[config.mk]
export PLATFORM = sky130hd
export DESIGN_NAME = bank_mapper_with_irq_counter_unit
export DESIGN_NICKNAME = d
export VERILOG_FILES = /design/src/sv/bmirq_pkg.sv /design/src/sv/bmirq_in_stage.sv /design/src/sv/bmirq_core.sv /design/src/sv/bmirq_out_stage.sv /design/src/sv/bank_mapper_with_irq_counter_unit.sv
export SDC_FILE = /design/constraint.sdc
export NUM_CORES = 1
export LEC_CHECK = 0
export ABC_AREA = 1
export BUFFER_PORTS_ARGS = -buffer_cell sky130_fd_sc_hd__buf_2
export CAP_MARGIN = 20
export CORE_MARGIN = 8
export CORE_UTILIZATION = 45
export DETAILED_ROUTE_END_ITERATION = 12
export SETUP_SLACK_MARGIN = 0.5
export SLEW_MARGIN = 0
export SYNTH_ARGS = -nofsm -noshare
export SYNTH_HDL_FRONTEND = slang
export SYNTH_HIERARCHICAL = 1
export SYNTH_SLANG_ARGS = --single-unit
[constraint.sdc]
create_clock -name clk -period 3.6 [get_ports clk]
set_input_delay 0.54 -clock clk [delete_from_list [all_inputs] [get_ports clk]]
set_output_delay 0.54 -clock clk [all_outputs]
set_load 0.005 [all_outputs]
[src/sv/bmirq_pkg.sv]
`timescale 1ns / 1ps
// ----------------------------------------------------------------------------
// Bank mapper package
// Types, function codes and decode addresses shared by the bank mapper blocks.
// ----------------------------------------------------------------------------
package bmirq_pkg;

    // Stream widths: input tdata carries addr, data, cycles padded to bytes.
    localparam int S_TDATA_W = 40;
    localparam int S_TUSER_W = 2;
    // Output tdata carries irq_line, mirror_select, bank_number padded to bytes.
    localparam int M_TDATA_W = 16;

    // Item kinds carried in the input tuser.
    typedef enum logic [1:0] {
        FUNC_WRITE     = 2'd0,
        FUNC_TICK      = 2'd1,
        FUNC_QUERY_CPU = 2'd2,
        FUNC_QUERY_PPU = 2'd3
    } func_t;

    // Write addresses decoded by the mapper; all but the character base match exactly.
    localparam logic [15:0] ADDR_PRG0      = 16'h8000;
    localparam logic [15:0] ADDR_MIRROR    = 16'h9001;
    localparam logic [15:0] ADDR_IRQ_CTRL  = 16'h9003;
    localparam logic [15:0] ADDR_IRQ_LOAD  = 16'h9004;
    localparam logic [15:0] ADDR_LATCH_HI  = 16'h9005;
    localparam logic [15:0] ADDR_LATCH_LO  = 16'h9006;
    localparam logic [15:0] ADDR_PRG1      = 16'hA000;
    localparam logic [15:0] ADDR_CHR_BASE  = 16'hB000;
    localparam logic [15:0] ADDR_PRG2      = 16'hC000;

    // Query window limits.
    localparam logic [15:0] CPU_WIN_LOW    = 16'h8000;
    localparam logic [15:0] CPU_WIN_FIXED  = 16'hE000;
    localparam logic [15:0] PPU_WIN_TOP    = 16'h2000;

    // Counter constants.
    localparam logic signed [16:0] COUNT_TRIP    = -17'sd4;
    localparam logic signed [16:0] COUNT_RESTART = 17'sh0FFFF;

    // Bit that carries enables and the mirroring select in a write.
    localparam int CTRL_BIT = 7;

    // One input item.
    typedef struct packed {
        func_t       func;
        logic [15:0] addr;
        logic [7:0]  data;
        logic [9:0]  cycles;
    } item_t;

    // One result item.
    typedef struct packed {
        logic       irq_line;
        logic       mirror_select;
        logic [7:0] bank_number;
        logic       bank_valid;
    } result_t;

endpackage

[src/sv/bmirq_in_stage.sv]
`timescale 1ns / 1ps
// ----------------------------------------------------------------------------
// Bank mapper input stage
// Registers one incoming beat and unpacks it into an item.
// ----------------------------------------------------------------------------
module bmirq_in_stage (
    input  logic                            clk,
    input  logic                            rst_n,
    input  logic                            s_axis_tvalid,
    output logic                            s_axis_tready,
    // Fields from bit 0 up: addr[15:0], data[7:0], cycles[9:0], zero pad.
    input  logic [bmirq_pkg::S_TDATA_W-1:0] s_axis_tdata,
    // Fields from bit 0 up: func[1:0].
    input  logic [bmirq_pkg::S_TUSER_W-1:0] s_axis_tuser,
    input  logic                            advance,
    output logic                            item_valid,
    output bmirq_pkg::item_t                item
);

    logic             valid_reg;
    logic             valid_next;
    bmirq_pkg::item_t item_reg;
    logic             take;

    // The stage is free when empty or when its item moves on this cycle.
    assign s_axis_tready = !valid_reg || advance;
    assign take          = s_axis_tvalid && s_axis_tready;

    always_comb
    begin
        valid_next = valid_reg;
        if (take)
        begin
            valid_next = 1'b1;
        end
        else if (advance)
        begin
            valid_next = 1'b0;
        end
    end

    always_ff @(posedge clk or negedge rst_n)
    begin
        if (!rst_n)
        begin
            valid_reg <= 1'b0;
        end
        else
        begin
            valid_reg <= valid_next;
        end
    end

    // Payload register, loaded on each accepted beat.
    always_ff @(posedge clk)
    begin
        if (take)
        begin
            item_reg.func   <= bmirq_pkg::func_t'(s_axis_tuser[1:0]);
            item_reg.addr   <= s_axis_tdata[15:0];
            item_reg.data   <= s_axis_tdata[23:16];
            item_reg.cycles <= s_axis_tdata[33:24];
        end
    end

    assign item_valid = valid_reg;
    assign item       = item_reg;

endmodule

[src/sv/bmirq_core.sv]
`timescale 1ns / 1ps
// ----------------------------------------------------------------------------
// Bank mapper core
// Holds the bank, mirroring and interrupt counter state and forms results.
// ----------------------------------------------------------------------------
module bmirq_core (
    input  logic               clk,
    input  logic               rst_n,
    input  logic               update,
    input  bmirq_pkg::item_t   item,
    output bmirq_pkg::result_t result
);

    logic [7:0]        prg_reg [3];
    logic [7:0]        prg_next [3];
    logic [7:0]        chr_reg [8];
    logic [7:0]        chr_next [8];
    logic              mirror_reg;
    logic              mirror_next;
    logic              irq_en_reg;
    logic              irq_en_next;
    logic              irq_pend_reg;
    logic              irq_pend_next;
    logic signed [16:0] count_reg;
    logic signed [16:0] count_next;
    logic [15:0]       reload_reg;
    logic [15:0]       reload_next;
    logic signed [16:0] count_diff;
    logic [7:0]        bank;
    logic              hit;

    // Counter after subtracting the elapsed cycles of a tick.
    assign count_diff = count_reg - $signed({7'd0, item.cycles});

    // Next state for writes and ticks.
    always_comb
    begin
        prg_next      = prg_reg;
        chr_next      = chr_reg;
        mirror_next   = mirror_reg;
        irq_en_next   = irq_en_reg;
        irq_pend_next = irq_pend_reg;
        count_next    = count_reg;
        reload_next   = reload_reg;
        case (item.func)
            bmirq_pkg::FUNC_WRITE:
            begin
                unique case (item.addr)
                    bmirq_pkg::ADDR_PRG0:     prg_next[0] = item.data;
                    bmirq_pkg::ADDR_PRG1:     prg_next[1] = item.data;
                    bmirq_pkg::ADDR_PRG2:     prg_next[2] = item.data;
                    bmirq_pkg::ADDR_MIRROR:   mirror_next = item.data[bmirq_pkg::CTRL_BIT];
                    bmirq_pkg::ADDR_IRQ_CTRL:
                    begin
                        irq_en_next   = item.data[bmirq_pkg::CTRL_BIT];
                        irq_pend_next = 1'b0;
                    end
                    bmirq_pkg::ADDR_IRQ_LOAD: count_next = $signed({1'b0, reload_reg});
                    bmirq_pkg::ADDR_LATCH_HI: reload_next[15:8] = item.data;
                    bmirq_pkg::ADDR_LATCH_LO: reload_next[7:0] = item.data;
                    default:
                    begin
                        // Character banks sit at eight consecutive addresses.
                        if (item.addr[15:3] == bmirq_pkg::ADDR_CHR_BASE[15:3])
                        begin
                            chr_next[item.addr[2:0]] = item.data;
                        end
                    end
                endcase
            end
            bmirq_pkg::FUNC_TICK:
            begin
                if (irq_en_reg)
                begin
                    if (count_diff < bmirq_pkg::COUNT_TRIP)
                    begin
                        irq_pend_next = 1'b1;
                        irq_en_next   = 1'b0;
                        count_next    = bmirq_pkg::COUNT_RESTART;
                    end
                    else
                    begin
                        count_next = count_diff;
                    end
                end
            end
            default:
            begin
            end
        endcase
    end

    // Window lookup for queries; queries never change state.
    always_comb
    begin
        bank = 8'd0;
        hit  = 1'b0;
        case (item.func)
            bmirq_pkg::FUNC_QUERY_CPU:
            begin
                if (item.addr >= bmirq_pkg::CPU_WIN_LOW && item.addr < bmirq_pkg::CPU_WIN_FIXED)
                begin
                    bank = prg_reg[item.addr[14:13]];
                    hit  = 1'b1;
                end
            end
            bmirq_pkg::FUNC_QUERY_PPU:
            begin
                if (item.addr < bmirq_pkg::PPU_WIN_TOP)
                begin
                    bank = chr_reg[item.addr[12:10]];
                    hit  = 1'b1;
                end
            end
            default:
            begin
            end
        endcase
    end

    // The result shows the flags as they stand after this item.
    assign result.irq_line      = irq_pend_next;
    assign result.mirror_select = mirror_next;
    assign result.bank_number   = bank;
    assign result.bank_valid    = hit;

    always_ff @(posedge clk or negedge rst_n)
    begin
        if (!rst_n)
        begin
            prg_reg      <= '{default: 8'd0};
            chr_reg      <= '{default: 8'd0};
            mirror_reg   <= 1'b0;
            irq_en_reg   <= 1'b0;
            irq_pend_reg <= 1'b0;
            count_reg    <= 17'sd0;
            reload_reg   <= 16'd0;
        end
        else if (update)
        begin
            prg_reg      <= prg_next;
            chr_reg      <= chr_next;
            mirror_reg   <= mirror_next;
            irq_en_reg   <= irq_en_next;
            irq_pend_reg <= irq_pend_next;
            count_reg    <= count_next;
            reload_reg   <= reload_next;
        end
    end

endmodule

[src/sv/bmirq_out_stage.sv]
`timescale 1ns / 1ps
// ----------------------------------------------------------------------------
// Bank mapper output stage
// Result register that holds a beat until the receiver takes it.
// ----------------------------------------------------------------------------
module bmirq_out_stage (
    input  logic                            clk,
    input  logic                            rst_n,
    input  logic                            load,
    input  bmirq_pkg::result_t              result,
    output logic                            m_axis_tvalid,
    input  logic                            m_axis_tready,
    // Fields from bit 0 up: irq_line, mirror_select, bank_number[7:0], zero pad.
    output logic [bmirq_pkg::M_TDATA_W-1:0] m_axis_tdata,
    // Fields from bit 0 up: bank_valid.
    output logic                            m_axis_tuser
);

    logic               valid_reg;
    logic               valid_next;
    bmirq_pkg::result_t result_reg;

    always_comb
    begin
        valid_next = valid_reg;
        if (load)
        begin
            valid_next = 1'b1;
        end
        else if (m_axis_tready)
        begin
            valid_next = 1'b0;
        end
    end

    always_ff @(posedge clk or negedge rst_n)
    begin
        if (!rst_n)
        begin
            valid_reg <= 1'b0;
        end
        else
        begin
            valid_reg <= valid_next;
        end
    end

    always_ff @(posedge clk)
    begin
        if (load)
        begin
            result_reg <= result;
        end
    end

    // Pack the result beat.
    assign m_axis_tvalid = valid_reg;
    assign m_axis_tdata  = {6'd0, result_reg.bank_number, result_reg.mirror_select,
                            result_reg.irq_line};
    assign m_axis_tuser  = result_reg.bank_valid;

endmodule

[src/sv/bank_mapper_with_irq_counter_unit.sv]
`timescale 1ns / 1ps
// ----------------------------------------------------------------------------
// Bank mapper with interrupt counter
// Cartridge bank mapper with bus write decode, window queries and a
// cycle-countdown interrupt.
// ----------------------------------------------------------------------------
// Usage:
// Items enter on the s_axis channel: tuser gives the kind (bus write, cycle
// tick, CPU window query, PPU window query) and tdata carries the address,
// the written byte and the elapsed cycle count. Every item gives exactly one
// beat on the m_axis channel with the interrupt line and mirroring bit as they
// stand after the item, and the bank and hit flag of a query.
// An accepted beat passes the input register and then the result register to
// become its result beat. The state update and the result are formed by one
// level of decode and a 17-bit subtract, so a new beat is taken every cycle
// while the receiver does not stall.
// When the receiver stalls, the result register holds its beat and the input
// register keeps one more item; s_axis_tready drops only when both are full.
// Reset clears all bank registers, the mirroring bit, the interrupt enable,
// the pending flag, the counter and its reload latch, and empties both stages.
// ----------------------------------------------------------------------------
module bank_mapper_with_irq_counter_unit (
    input  logic                            clk,
    input  logic                            rst_n,
    input  logic                            s_axis_tvalid,
    output logic                            s_axis_tready,
    // Fields from bit 0 up: addr[15:0], data[7:0], cycles[9:0], zero pad.
    input  logic [bmirq_pkg::S_TDATA_W-1:0] s_axis_tdata,
    // Fields from bit 0 up: func[1:0].
    input  logic [bmirq_pkg::S_TUSER_W-1:0] s_axis_tuser,
    output logic                            m_axis_tvalid,
    input  logic                            m_axis_tready,
    // Fields from bit 0 up: irq_line, mirror_select, bank_number[7:0], zero pad.
    output logic [bmirq_pkg::M_TDATA_W-1:0] m_axis_tdata,
    // Fields from bit 0 up: bank_valid.
    output logic                            m_axis_tuser
);

    logic               item_valid;
    bmirq_pkg::item_t   item;
    bmirq_pkg::result_t result;
    logic               advance;

    // An item moves on when the result register is empty or being drained.
    assign advance = item_valid && (!m_axis_tvalid || m_axis_tready);

    bmirq_in_stage u_in_stage (
        .clk           (clk),
        .rst_n         (rst_n),
        .s_axis_tvalid (s_axis_tvalid),
        .s_axis_tready (s_axis_tready),
        .s_axis_tdata  (s_axis_tdata),
        .s_axis_tuser  (s_axis_tuser),
        .advance       (advance),
        .item_valid    (item_valid),
        .item          (item)
    );

    bmirq_core u_core (
        .clk    (clk),
        .rst_n  (rst_n),
        .update (advance),
        .item   (item),
        .result (result)
    );

    bmirq_out_stage u_out_stage (
        .clk           (clk),
        .rst_n         (rst_n),
        .load          (advance),
        .result        (result),
        .m_axis_tvalid (m_axis_tvalid),
        .m_axis_tready (m_axis_tready),
        .m_axis_tdata  (m_axis_tdata),
        .m_axis_tuser  (m_axis_tuser)
    );

endmodule

==> metrics.txt <==
outcome=completed; Post-synth EDFFs=47; # IOs=65; CP max stage cell=edfxtp_1; actual slew at the worst max-slew pin=around 0.71 ns; Tmin final=approximately 3.0 ns; skew final=approximately 0.013 ns; FF-to-FF End=u_core/count_reg[14]$_DFFE_PN0P_; Rel. slew slack=0.526; share of layout cells above drive strength 1=0.128; Root Buffer=clkbuf_16; DR iter-0 viols=approximately 560; first-pass GRT wire length=around 35000 um; worst r2r path cells=19; Placed Area=8910 sq um; Slew Viols, Final=0; Worst VDD drop=0.325 mV; Max Fanout on Critical Path=6; CP top delay family=simple AND/OR/NAND/NOR gates; Fin. Hold Viols=0; DRC violations left=0; Worst-path clk slew=~0.070 ns; Critical Path Start=u_in_stage/item[0]$_DFFE_PP_; total grt overflow=0; core area=about 19000 sq um; final instance area=approximately 9700 sq um; Layout Utilization=0.525; Area Overhead vs Synth=15.5%; Final GP Congestion=a little over 0.8; dpl hpwl=about 14000 um; total wire length=21000 um; Synth top area share=0.374; register-to-register setup slack=around 0.61 ns; unrepaired setup endpoints after global routing=true; placed insts=approximately 1300; Hold Crit Class=in2reg; most common cell after layout, fill and taps aside=nand2_1; ranking of synthesized cells by area=dfrtp_1, edfxtp_1, nand2_1; FILL cells=between 1500 and 2000; Post-Syn Instances=between 1000 and 1500; static leakage=4.54 nW; pwr dens=between 500 and 600 nW/um^2; Crit Path Class=reg2reg; CP Cell Sequence=ha_4 -> fa_2 -> inv_2 -> nand4_1 -> nand2_2 -> nand2_2 -> nand2_1 -> nand2_1 -> nand2_1 -> nand2_2 -> inv_2 -> nand3_2 -> nor2_2 -> ha_1 -> nor2_4 -> buf_6 -> clkinvlp_4 -> o21ai_2 -> nand2_1; WP buf/inv=4; starting density of the core=0.454; Post-Layout Cell Count=~1300; most frequent cells in the layout=nand2_1, o21ai_0, inv_1; Setup violations, final=0; Vias=6807; input/output buffers=52; TritonCTS clock tree=built; WP data arrival=between 3 and 4 ns; crit path launch type=register; Crit path required time=3.92 ns; Avg Synthesized Cell Area=between 8 and 9 sq um; # H-tree levels=4; reg2reg start=u_in_stage/item[0]$_DFFE_PP_; CTS sink cnt=173; clock buffer count from CTS=17; Clock Path Buffers=2; max_cap viols=0; maximum clock rate=334 MHz; row cnt=50; die area=around 23000 sq um; post-synthesis sequential area ratio=0.541; diodes inserted=0; drt pass-1 iters=6; Clock Latency Late Sink=between 0.4 and 0.5 ns; Worst path most repeated cell=nand2_1; Synth cell types=36; Die Ht=~150 um; setup TNS=0 ns; main flop type after synthesis=dfrtp_1; Largest register FFs=64; Synth Cell Area=between 8000 and 9000 sq um; Yosys top cell by area=dfrtp_1; WP depth=19; nets@finish=1127; Yosys warnings=6; die width=153 um; Final ANT Viol Nets=0; initial antenna violation count=0; crit share post-route=0.831; gr usage total=0.186; #FFs+latches synth=between 150 and 200; pin count of the biggest net entering global routing=64; CP max stage delay=approximately 0.41 ns; via/cell ratio=between 5 and 6; crit path to=u_core/count_reg[14]$_DFFE_PN0P_; vias in the first global route=about 6500; Worst Setup End Kind=register; post-DR wirelength/cell=around 16 um; FFs w/ async S/R, synth=0.728
-- worst min-delay path by stage --
stage                           startpoint                          endpoint  slack, ns  cells after the start
after global placement               rst_n  u_core/count_reg[12]$_DFFE_PN0P_       0.44                      1
after floorplan                      rst_n     u_core/chr_reg[0]$_DFFE_PN0P_       0.24                      0
after detailed placement             rst_n  u_core/count_reg[12]$_DFFE_PN0P_       0.44                      1
after CTS                 s_axis_tdata[28]      u_in_stage/item[4]$_DFFE_PP_       0.26                      1
after global routing      s_axis_tdata[28]      u_in_stage/item[4]$_DFFE_PP_       0.26                      1
final                     s_axis_tdata[20]     u_in_stage/item[14]$_DFFE_PP_       0.28                      1
-- worst register-to-register path, cell delays in order (launching register included) --
cell        delay [ns]
edfxtp_1          0.41
ha_4              0.19
fa_2              0.39
inv_2             0.08
nand4_1           0.15
nand2_2           0.13
nand2_2           0.09
nand2_1           0.06
nand2_1           0.04
nand2_1           0.10
nand2_2           0.07
inv_2             0.05
nand3_2           0.07
nor2_2            0.11
ha_1              0.27
nor2_4            0.14
buf_6             0.17
clkinvlp_4        0.16
o21ai_2           0.15
nand2_1           0.05
-- repair_timing --
action / CTS / global route
endpoints found under the setup margin: 4 / 18
cloned: 0 / 1
hold endpoints to repair: 16 / 0
pin swaps: 0 / 14
setup buffers: 2 / 3
hold buffers: 1 / 0
resized for setup: 3 / 38
-- cell families after synthesis --
group | after synthesis | share of synthesized area
compound gates | 231 | 0.145
xor+xnor | 2 | 0.00208
fa+ha+maj | 12 | 0.0187
buf+inv | 203 | 0.0983
flops | 173 | 0.541
other cells | 1 | 0.000445
simple gates | 391 | 0.194
-- per-layer routing --
layer	GRT usage	wire length, um	share of wire
met3	0.0445	1200	0.057
met1	0.259	10000	0.48
met2	0.285	9460	0.45
met5	0	0	0
met4	0.0490	274	0.013
-- cell usage after synthesis (2+ instances only) --
library cell  count
nor3_1            5
inv_2             3
nor2_1           71
nor4_1            4
edfxtp_1         47
buf_6             3
o211ai_1          8
nor4_4            2
nand4_1          12
nand3_1          47
a31oi_1           2
ha_1             11
clkbuf_1         17
dfrtp_1         126
a21oi_1          34
nand2_1         244
buf_4             9
a2bb2oi_1         3
inv_1           160
buf_2             9
o21ai_0         176
nand3_2           2
a32o_1            5
-- where the power goes --
part           switching [mW]  internal [mW]
sequential              0.108           2.18
combinational           0.903          0.493
clock                   0.746           1.25
-- stage by stage --
| stage | hold slack (ns) | total power [mW] | setup WS [ns] |
|---|---|---|---|
| 2_1_floorplan | 0.244 | 3.17 | 0.773 |
| 6_report | 0.281 | 5.68 | 0.610 |
| 4_1_cts | 0.262 | 5.57 | 0.532 |
| 3_3_place_gp | 0.437 | 3.52 | 0.466 |
| 3_5_place_dp | 0.437 | 3.53 | 0.446 |
| 5_1_grt | 0.265 | 6.00 | 0.410 |
-- final cells by class --
type | count | area, sq um | share of cell area
timing repair buffer | 71 | 434 | 0.0445
multi-input combinational | 642 | 3190 | 0.328
inverter | 164 | 619 | 0.0636
sequential | 173 | 4560 | 0.468
clock inverter | 11 | 190 | 0.0195
tap | 234 | 293 | 0.0300
clock buffer | 21 | 450 | 0.0462
No activity file was read; power rests on OpenSTA's default activity.
